**src/rtl/vec3_normalize_defines.svh**
```systemverilog
// Assertion macros shared by the vector normalizer RTL.
`ifndef VEC3_NORMALIZE_DEFINES_SVH
`define VEC3_NORMALIZE_DEFINES_SVH

// Same-cycle implication, checked on every rising edge outside reset.
`define VN_ASSERT_IMP(label, ante, cons) \
  label: assert property (@(posedge clk) disable iff (rst) (ante) |-> (cons)) \
    else $error("vec3_normalize: same-cycle check failed");

// Next-cycle implication, checked on every rising edge outside reset.
`define VN_ASSERT_NXT(label, ante, cons) \
  label: assert property (@(posedge clk) disable iff (rst) (ante) |=> (cons)) \
    else $error("vec3_normalize: next-cycle check failed");

`endif

```
**src/rtl/vn_pkg.sv**
```systemverilog
`default_nettype none
package vn_pkg;

  // Default component width, signed Q8.8.
  localparam int COMPONENT_BITS_DEF = 16;
  // Fraction bits of the result and quotient width (covers 0..16384).
  localparam int FRAC_BITS = 14;
  localparam int QW = FRAC_BITS + 1;
  localparam int OUT_W = 16;
  localparam logic [QW-1:0] UNIT_MAX = QW'(1 << FRAC_BITS);

  // Saturate a quotient, give it the component's sign, and force zero vectors to zero.
  function automatic logic [OUT_W-1:0] vn_finish(logic [QW-1:0] q, logic neg, logic zero);
    logic [QW-1:0] sat;
    logic [OUT_W-1:0] mag;
    sat = (q > UNIT_MAX) ? UNIT_MAX : q;
    mag = OUT_W'(sat);
    if (zero) begin
      return '0;
    end
    return neg ? (~mag + OUT_W'(1)) : mag;
  endfunction

endpackage
`default_nettype wire

```
**src/rtl/vn_div_cell.sv**
```systemverilog
`default_nettype none
module vn_div_cell #(
  parameter int CB = 16
) (
  input  wire logic                 clk,
  input  wire logic                 en,
  input  wire logic [CB-1:0]        rem_in,
  input  wire logic                 bit_in,
  input  wire logic [CB-1:0]        len,
  input  wire logic [vn_pkg::QW-1:0] q_in,
  output logic      [CB-1:0]        rem_out,
  output logic      [vn_pkg::QW-1:0] q_out
);
  import vn_pkg::*;

  logic [CB:0] trial;
  logic [CB:0] diff;
  logic        take;

  // Restoring division step: one quotient bit per cell.
  always_comb begin
    trial = {rem_in, bit_in};
    diff  = trial - {1'b0, len};
    take  = (trial >= {1'b0, len});
  end

  always_ff @(posedge clk) begin
    if (en) begin
      rem_out <= take ? diff[CB-1:0] : trial[CB-1:0];
      q_out   <= {q_in[QW-2:0], take};
    end
  end

endmodule
`default_nettype wire

```
**config.mk**
```make
export PLATFORM = sky130hd
export DESIGN_NAME = vn_div_cell
export DESIGN_NICKNAME = d
export VERILOG_FILES = /design/src/rtl/vec3_normalize_defines.svh /design/src/rtl/vn_pkg.sv /design/src/rtl/vn_div_cell.sv
export SDC_FILE = /design/constraint.sdc
export NUM_CORES = 1
export LEC_CHECK = 0
export BUFFER_PORTS_ARGS = -buffer_cell sky130_fd_sc_hd__buf_4
export CAP_MARGIN = 10
export CORE_UTILIZATION = 47
export CTS_CLUSTER_DIAMETER = 100
export CTS_CLUSTER_SIZE = 14
export DETAILED_ROUTE_END_ITERATION = 10
export PLACE_DENSITY = 0.77
export SETUP_SLACK_MARGIN = 0.5
export SLEW_MARGIN = 0
export SYNTH_ARGS = -nofsm -noshare
export SYNTH_HDL_FRONTEND = slang
export SYNTH_SLANG_ARGS = --single-unit
```
**constraint.sdc**
```tcl
create_clock -name clk -period 7.6 [get_ports clk]
set_clock_uncertainty 0.15 [all_clocks]
set_input_delay 1.52 -clock clk [delete_from_list [all_inputs] [get_ports clk]]
set_output_delay 1.52 -clock clk [all_outputs]
set_load 0.02 [all_outputs]
```
# Word-level counts from Yosys, hierarchy flattened
# Cells that the tools add are included.
# word_totals
ff_bits	31
latchBits	0
ram_bits	0
romBits	0
inputBits	50
word_cells	5
memories	0
# op_classes
add_sub_neg	1
mul	0
div	0
n_lt_le_gt_ge	1
eq_ne	0
n_shift	0
mux	1
bitwise	0
n_reduce_logical	0
# op_table
op	count
>= comparator 17 x 16 -> 1 bit	1
2-to-1 mux 16 bit	1
subtractor 16 bit	1

# Logic depth before layout (Yosys ltp)
# logic_depth
word_depth	2
ltp_mapped	10
depth_no_buf	9

# Worst setup path before layout
# No wires, ideal clock.
# synth_path
path_kind	input to register
startpoint	input len[4]
endpoint	register rem_out[10], data pin
setup_time_ns	0.260
arrival_ns	3.408
t_required_ns	7.190
setup_slack_ns	3.781
cell_stages	9
n_path_buf	1
path_cell_list	inv_1 ha_1 a211oi_1 o211ai_1 o21ai_2 o211ai_2 a31oi_4 buf_6 mux2_4
# synth_between
elab_chain_cells	2
elab_cells_between_ends	3
cone_classes	add/sub (1); order compare (1); mux (1)
# synth_lines
item	line	source
start: declaration	vn_div_cell.sv:9	input wire logic [CB-1:0] len,
subtractor 16 bit or >= comparator 17 x 16 -> 1 bit (tied branches)	vn_div_cell.sv:23, vn_div_cell.sv:24	
2-to-1 mux 16 bit (*)	vn_div_cell.sv:29	rem_out <= take ? diff[CB-1:0] : trial[CB-1:0];
end signal: assignment	vn_div_cell.sv:29	
end: declaration	vn_div_cell.sv:11	output logic [CB-1:0] rem_out,
# Every way passes the cells marked *; elsewhere a longest branch is shown, timed or not.
# A chain may end at the register's enable or synchronous reset.

# Worst setup path after layout
# layout_path
startpoint	input rem_in[3]
endpoint	register rem_out[3], data pin
# layout_between
elab_chain_cells	2
# layout_lines
item	line	source
start: declaration	vn_div_cell.sv:7	input wire logic [CB-1:0] rem_in,
>= comparator 17 x 16 -> 1 bit	vn_div_cell.sv:24	take = (trial >= {1'b0, len});
2-to-1 mux 16 bit	vn_div_cell.sv:29	
# No other way between the ends.

==> impl_metrics.env <==
export IMPL_holdBufCountCts=0
export IMPL_yosysWarnings=0
export IMPL_netlist_area_um2=2080
export IMPL_vias=1710
export IMPL_power_density_nw_per_um2=200
export IMPL_critPathArrivalTime_ns=3.97
export IMPL_die_h_um=68.5
export IMPL_cts_sinks=31
export IMPL_required_ns=7.49
export IMPL_dieWidth_um=68.5
export IMPL_grt_pass1_vias=1562
export IMPL_yosysTopAreaCellShare=0.448
export IMPL_wire_per_inst_um=14.5
export IMPL_fin_nets=335
export IMPL_initial_utilization=0.504
export IMPL_hold_violations=0
export IMPL_cp_end_kind="flip-flop"
export IMPL_avgSynthCellArea_um2=11.2
export IMPL_critPathKind="in -> reg"
export IMPL_drc_errors=0
export IMPL_ir_worst_vdd_uv=113
export IMPL_synth_ff_type="edfxtp_1"
export IMPL_synth_most_common_cell="edfxtp_1"
export IMPL_yosys_top_cells_count="edfxtp_1 (31), inv_1 (22), ha_1 (16)"
export IMPL_synth_nets=253
export IMPL_critPathMaxFanout=17
export IMPL_dpl_hpwl_mm=3.53
export IMPL_drt_iter0_drc=160
export IMPL_rsz0062_at_grt="no"
export IMPL_grt_overflow_total=0
export IMPL_timing_max_cap_violations=0
export IMPL_grt_pass1_wl_mm=6.95
export IMPL_synth_edf_count=31
export IMPL_relSlewSlack=0.503
export IMPL_vias_per_cell=5.36
export IMPL_ys_seq_area_frac=0.448
export IMPL_cts_tree="done"
export IMPL_synth_cells=186
export IMPL_setup_viol=0
export IMPL_whs_path_depth=1
export IMPL_startpoint_type="input pin"
export IMPL_antenna_cells=0
export IMPL_synthTopCellsByArea="edfxtp_1 (45%), ha_1 (9.6%), mux2_4 (4.3%)"
export IMPL_gr_max_usage_layer="met2"
export IMPL_core_rowCount=23
export IMPL_final_antenna_net_count=0
export IMPL_status="finished clean"
export IMPL_yosysTopAreaCell="edfxtp_1"
export IMPL_cts_root_buf="clkbuf_8"
export IMPL_cts_htree_levels=2
export IMPL_gp_congestion=0.835
export IMPL_fmax_ghz=0.245
export IMPL_place_area_um2=2700
export IMPL_synth_seq_cells=31
export IMPL_period_share=0.537
export IMPL_drtPass1Iterations=4
export IMPL_portBuffers=79
export IMPL_min_path_type="in -> reg"
export IMPL_core_area_um2=4120
export IMPL_stdcell_area_um2=2810
export IMPL_globalRouteMet2Util=0.355
export IMPL_cts_buffer_depth=2
export IMPL_die_area_um2=4690
export IMPL_routed_wl_mm=4.62
export IMPL_antenna_found_initial=0
export IMPL_drv_slew=0
export IMPL_drive_above_1_share=0.387
export IMPL_clkTransAtPathRegs_ns=0.07
export IMPL_post_cts_resized=0
export IMPL_use_met3=0.0383
export IMPL_numCtsBuffers=5
export IMPL_io_pins=81
export IMPL_grt_max_degree=32
export IMPL_ys_types=39
export IMPL_area_delta_synth_final_pct=35.3
export IMPL_leakage_uw=0.00130
export IMPL_grt_use_met1=0.254
export IMPL_tns_ns=0
export IMPL_tightest_slew_ns=0.745
export IMPL_async_flop_share=0
export IMPL_min_period_ns=4.08
export IMPL_grtUsageTotal=0.208
export IMPL_cts_setup_buffers=0
-- power breakdown --
| group | leakage [µW] | switching [µW] | internal (µW) |
|---|---|---|---|
| registers | 0.000304 | 5.40 | 214 |
| logic | 0.000939 | 93.7 | 88.7 |
| clock network | 0.0000556 | 63.0 | 95.9 |
| total | 0.00130 | 162 | 399 |
-- cell type report --
cell class | instances | area [µm²]
repair buffers | 79 | 593
well taps | 50 | 62.6
multi-input cells | 129 | 1030
flip-flops and latches | 31 | 931
clock inverters | 3 | 38.8
clock buffers | 5 | 68.8
inverters | 22 | 82.6
fillers | 327 | 1310
-- layer usage --
metal | vias up | routed length [µm]
li1 | 850 | -
met1 | 786 | 1910
met2 | 68 | 2320
met3 | 6 | 332
met4 | 0 | 58
met5 | - | 0
-- critical path, stage by stage --
cell	delay [ns]
buf_4	0.11
ha_1	0.36
a211oi_1	0.35
o211ai_1	0.18
o21ai_2	0.23
o211ai_2	0.14
a31oi_4	0.65
mux2_2	0.42
-- final timing paths --
check | start | end | slack, ns
setup / recovery | rem_in[3] | rem_out[3] | 3.52
hold / removal | q_in[11] | q_out[12] | 1.26
-- layout by cell type, fill, tap and decap left out, drive strengths merged, types with 3 or more instances in the layout --
cell	count
o21a	3
a211oi	5
nand2	8
xnor2	6
edfxtp	31
xor2	3
nand4	3
ha	16
inv	22
nor2b	3
nor2	12
a21oi	14
a21o	7
buf	79
clkbuf	5
o21ai	13
nand3	3
mux2	13
-- metrics by stage --
step	std cells	total power, µW	hold WS [ns]	util	worst slack (ns)
floorplan	186	338	1.47	-	3.78
global placement	311	399	1.55	0.656	3.25
detailed placement	311	405	1.55	0.656	3.22
CTS	319	564	1.25	0.682	3.51
global route	319	586	1.25	0.682	3.34
finish	319	561	1.26	0.682	3.52
-- flip-flops by register name, summed over array words and instances, names as in the netlist --
name / flops
q_out: 15
rem_out: 16
-- kinds of logic after synthesis --
| logic type | synth area share |
|---|---|
| buf+inv | 0.0548 |
| compound gates | 0.182 |
| flops | 0.448 |
| simple gates | 0.0796 |
| mux | 0.0910 |
| xor+xnor | 0.0380 |
| fa+ha+maj | 0.106 |
Power figures use the tool's default switching activity.
