[src/rtl/vec3_normalize_defines.svh]
// Assertion macros shared by the vector normalizer RTL.
`ifndef VEC3_NORMALIZE_DEFINES_SVH
`define VEC3_NORMALIZE_DEFINES_SVH

// Same-cycle implication, checked on every rising edge outside reset.
`define VN_ASSERT_IMP(label, ante, cons) \
  label: assert property (@(posedge clk) disable iff (rst) (ante) |-> (cons)) \
    else $error("vec3_normalize: same-cycle check failed");

// Next-cycle implication, checked on every rising edge outside reset.
`define VN_ASSERT_NXT(label, ante, cons) \
  label: assert property (@(posedge clk) disable iff (rst) (ante) |=> (cons)) \
    else $error("vec3_normalize: next-cycle check failed");

`endif

[src/rtl/vn_sqrt_cell.sv]
`default_nettype none
module vn_sqrt_cell #(
  parameter int CB = 16
) (
  input  wire logic            clk,
  input  wire logic            en,
  input  wire logic [2*CB-1:0] rad_in,
  input  wire logic [CB:0]     rem_in,
  input  wire logic [CB-1:0]   root_in,
  output logic      [2*CB-1:0] rad_out,
  output logic      [CB:0]     rem_out,
  output logic      [CB-1:0]   root_out
);

  logic [CB+2:0] trial_rem;
  logic [CB+2:0] trial;
  logic [CB+2:0] diff;
  logic          take;

  // One root bit per cell: bring down two radicand bits and try 4*root+1.
  always_comb begin
    trial_rem = {rem_in, rad_in[2*CB-1 -: 2]};
    trial     = {1'b0, root_in, 2'b01};
    diff      = trial_rem - trial;
    take      = (trial_rem >= trial);
  end

  always_ff @(posedge clk) begin
    if (en) begin
      rad_out <= {rad_in[2*CB-3:0], 2'b00};
      if (take) begin
        rem_out  <= diff[CB:0];
        root_out <= {root_in[CB-2:0], 1'b1};
      end else begin
        rem_out  <= trial_rem[CB:0];
        root_out <= {root_in[CB-2:0], 1'b0};
      end
    end
  end

endmodule
`default_nettype wire

[config.mk]
export PLATFORM = sky130hd
export DESIGN_NAME = vn_sqrt_cell
export DESIGN_NICKNAME = d
export VERILOG_FILES = /design/src/rtl/vec3_normalize_defines.svh /design/src/rtl/vn_sqrt_cell.sv
export SDC_FILE = /design/constraint.sdc
export NUM_CORES = 1
export LEC_CHECK = 0
export ABC_AREA = 1
export BUFFER_PORTS_ARGS = -buffer_cell sky130_fd_sc_hd__buf_2
export CORE_ASPECT_RATIO = 1.4
export CORE_MARGIN = 2
export CORE_UTILIZATION = 45
export CTS_BUF_LIST = sky130_fd_sc_hd__clkbuf_4 sky130_fd_sc_hd__clkbuf_8 sky130_fd_sc_hd__clkbuf_16
export DETAILED_ROUTE_END_ITERATION = 10
export PLACE_DENSITY_LB_ADDON = 0.3
export SYNTH_ARGS = -nofsm -noshare
export SYNTH_HDL_FRONTEND = slang
export SYNTH_SLANG_ARGS = --single-unit
[constraint.sdc]
create_clock -name clk -period 1.5 [get_ports clk]
set_input_delay 0.075 -clock clk [delete_from_list [all_inputs] [get_ports clk]]
set_output_delay 0.075 -clock clk [all_outputs]
set_load 0.1 [all_outputs]
=== Word level (Yosys, flattened, before mapping) ===
Index checks and enable logic that the tools add are counted.

* Logic and storage cells: 7
* Bits in registers: 63

* Add/sub/neg operators: 1
* $lt $le $gt $ge: 1
* Muxes and demuxes: 2

{| class="wikitable"
|+ Operators with widths
! kind !! number
|-
| $ge A19 B18 Y1 || 1
|-
| $mux W17 || 1
|-
| $sub A17 B17 Y17 || 1
|-
| $mux W1 || 1
|}

=== Depth between registers and ports, before layout ===
* Word-level depth: 2
* Mapped depth: 13
* Gate-level depth less buffers: 13

=== Worst setup path before layout ===
Ideal clock, no wire load.

* Kind: input -> register
* Start: input port root_in[8]
* End: register rem_out[4] (data pin)
* Cell stages on the path: 13
* Data arrival time: 1.305 ns
* Required time: 1.248 ns
* Path buffers: 1
* Setup time: 0.252 ns
* Setup slack: -0.056 ns
* Cells stage by stage: inv_1 -> ha_1 -> nand2_2 -> inv_2 -> nand2_1 -> nand2_1 -> inv_2 -> nand3_4 -> nand2_8 -> nand2_8 -> buf_12 -> nand2_2 -> nand2_2

* Cells in the longest elaborated chain, start to end: 2

{| class="wikitable"
|+ RTL lines
! what !! line !! text
|-
| start: declaration || vn_sqrt_cell.sv:9 || <nowiki>input wire logic [CB-1:0] root_in,</nowiki>
|-
| $ge A19 B18 Y1 || vn_sqrt_cell.sv:25 || <nowiki>take = (trial_rem >= trial);</nowiki>
|-
| net take || vn_sqrt_cell.sv:18 || <nowiki>logic take;</nowiki>
|-
| $mux W17 || vn_sqrt_cell.sv:31 || <nowiki>if (take) begin</nowiki>
|-
| end signal: assignment || vn_sqrt_cell.sv:32 || <nowiki>rem_out <= diff[CB:0];</nowiki>
|-
| end signal: assignment || vn_sqrt_cell.sv:35 || <nowiki>rem_out <= trial_rem[CB:0];</nowiki>
|-
| end: declaration || vn_sqrt_cell.sv:11 || <nowiki>output logic [CB:0] rem_out,</nowiki>
|}

The timed path passes the listed nets, and every way through them passes these cells.
A chain may end at the register's enable or synchronous reset.

=== Final worst setup path ===
* Start: input port root_in[14]
* End: register rem_out[2] (data pin)

* Cells in the longest elaborated chain, start to end: 2

{| class="wikitable"
|+ RTL lines
! what !! line
|-
| $ge A19 B18 Y1 || vn_sqrt_cell.sv:25
|-
| $mux W17 || vn_sqrt_cell.sv:31
|}

Every way passes these cells.

==> out/results.txt <==
sky130_fd_sc_hd__edfxtp_1 takes more of the synthesized area than any other cell. The row count was 37. The run gives 0 as the count of antenna-violating nets left after detailed routing.

At the end of the flow, the number of nets in the layout was 669. The area fraction of the dominant cell type after synthesis came out at 0.548. Count of placed standard cells including taps: 625.

Relative to the synthesized area, the layout overhead comes to 56.2%. The share of the core filled with cells was 0.728; the arrival time of data at the critical path endpoint was 1.45 ns. The number of antenna violations at the first check in global routing was 0.

Clock tree synthesis found a total of 63 sinks. Power spread over the standard cell area amounts to 1150 mW/mm². Once the clock tree was built, the resizer swapped 0 gates to a different size. The number of hold violations in the final report is 0.

The run gives 0.466 as the effective utilization at floorplan. Remaining routing DRC violations: 0. The leading cell type in the layout, fill and taps excluded is sky130_fd_sc_hd__buf_2. The tools report the number of warning messages in the yosys log as 0.

The vias per cell was 4.54. Clock tree synthesis selected as its root buffer the cell sky130_fd_sc_hd__clkbuf_8. Synthesis instantiated 25 different standard cells from the library.

By area the synthesized netlist is led by sky130_fd_sc_hd__edfxtp_1 55%, sky130_fd_sc_hd__nand2_1 13%, sky130_fd_sc_hd__inv_1 6.7%. The run gives 0.00840 mm² as the die footprint. The fraction of layout instances using a drive strength above 1 was 0.403; the smallest hold slack was 0.0600 ns. In this run the standard cell core region covers 0.00741 mm². The run gives 6220 µW as the total power after layout.

TritonCTS built the clock tree. Total of fill cells in the finished design: 552. The tools report the first-pass iteration count of the detailed router as 5. Across the VDD grid, the largest voltage drop is 0.000672 V. The maximum operating frequency was 0.739 GHz; the total number of vias was 3,107. Data on the critical path is required at its endpoint by 1.60 ns. The analysis attributes to cell leakage a power of 0.00269 µW. Before CTS, the worst setup slack after placement is -0.244 ns. The finished layout holds 685 standard cells, fillers aside.

Setup repair after global routing left no endpoint under its margin. The first global-routing pass estimated 15.0 mm of wire. The worst setup path is launched from an input port.

The synthesized design contains 63 register bits. The number of port buffers is 129, and the ratio of final minimum period to clock period is 0.902. The first routing iteration left 93 violations.

From left edge to right edge, the die measures 78.0 µm. From bottom edge to top edge, the die measures 108 µm. The worst path meets setup with 0.147 ns of slack. The diode insertion count for antenna repair was 0.

The H-tree depth came out at 3. The clock passes through at most 2 buffers. Mean routed wirelength per cell: 13.4 µm.

The flow ran to the end, and the final reports show no timing, DRC or antenna violations. The logs give 6.45 mm for the total half-perimeter wirelength after legalization and detailed placement and 0 for the number of pins with negative max-slew slack in the final report. The weighted congestion reported at the end of routability-driven placement came out at 0.851. The library cells used most frequently in the layout, excluding fill and tap cells, are 129 x sky130_fd_sc_hd__buf_2, 115 x sky130_fd_sc_hd__nand2_1, 63 x sky130_fd_sc_hd__edfxtp_1. The sum of overflow across all layers after global routing came out at 0. The average size of a mapped cell was 9.59 µm²; the count of pins on the block boundary was 132. The tightest min-delay check is of the input port to register type. For the register area share after synthesis, the log shows 0.548. Entering global routing, the biggest net connects 64 pins. In the synthesized netlist, the number of instances is 360. The area of the mapped netlist was 0.00345 mm²; the buffer count from post-CTS setup fixing was 0. The highest fanout seen on the critical path came out at 8. The routed design has 9.15 mm of wire.

By startpoint and endpoint, the worst setup path is classified as input port to register. The overall track demand over capacity in global routing was 0.237; the clock-pin transition on the worst setup and hold timing paths was 0.06 ns. The count of max-cap constraint violations was 0. The number of global-route vias before repair is 3,228, and the number of buffers created by CTS is 9. Number of failing setup endpoints in the final timing report: 0. STA classifies the critical path endpoint as a register.

Subtracting the final worst setup slack from the clock period gives 1.35 ns.
[sequential cells by signal, summed over array words and instances (netlist names)]
signal    flops
rad_out      30
root_out     16
rem_out      17
[layout make-up]
type / count / area, µm² / area share
clock inverter: 5 / 73.8 / 0.0137
clock buffer: 10 / 131 / 0.0244
sequential: 63 / 1890 / 0.351
inverter: 66 / 248 / 0.0459
tap: 97 / 121 / 0.0225
timing repair buffer: 217 / 1470 / 0.272
multi-input combinational: 227 / 1460 / 0.270
[critical path: stages]
cell and delay [ns]:
sky130_fd_sc_hd__buf_2 0.08, sky130_fd_sc_hd__inv_1 0.05, sky130_fd_sc_hd__ha_4 0.27, sky130_fd_sc_hd__nand2_1 0.04, sky130_fd_sc_hd__nor2_1 0.18, sky130_fd_sc_hd__nand2_1 0.16, sky130_fd_sc_hd__a21oi_2 0.19, sky130_fd_sc_hd__nor2_4 0.08
sky130_fd_sc_hd__buf_4 0.18, sky130_fd_sc_hd__nand3_1 0.09, sky130_fd_sc_hd__nand2_2 0.05
[report_power, final]
part | switching [µW] | internal, µW | total [µW]
sequential | 43.5 | 2140 | 2190
clock | 636 | 933 | 1570
combinational | 1840 | 625 | 2460
[metrics by stage]
step | instance area (µm²) | TNS, ns
after global placement | 4740 | -3.21
after global routing | 5390 | 0
after CTS | 5390 | 0
final | 5390 | 0
after floorplan | 3650 | 0
after detailed placement | 4740 | -3.74
[metal layers]
layer  global-route usage  wire [µm]
met1                0.245       3430
met2                0.451       5030
met3               0.0537        502
met4               0.0977        188
met5                    0          0
[kinds of logic (layout without fill, tap and decap cells)]
| family | Yosys count | in the layout | share of synthesized area |
|---|---|---|---|
| compound gates | 13 | 13 | 0.0239 |
| xor+xnor | 7 | 7 | 0.0178 |
| fa+ha+maj | 18 | 18 | 0.0652 |
| buf+inv | 71 | 298 | 0.0862 |
| flops | 63 | 63 | 0.548 |
| other cells | 1 | 2 | 0.00109 |
| simple gates | 187 | 187 | 0.258 |
[cell usage after synthesis, drive strengths merged]
master and count:
a21oi 12, nor2 12, nand2 135, nand4 3
o21bai 1, xnor2 2, inv 66, buf 5
or2 1, xor2 5, nand3b 1, nand3 32
ha 18, nor3 3, conb 1, edfxtp 63
[path summary, 6_finish.rpt]
path	depth (start not counted)	slack [ns]	end	start
min	3	0.06	rem_out[3]	rem_in[1]
max	11	0.15	rem_out[2]	root_in[14]
[repair_timing]
item / CTS / global route
hold buffers: 45 / 0
endpoints found under the hold margin: 45 / 0
endpoints found under the setup margin: 0 / 0
Note: power is estimated with default switching activity, not from simulation.
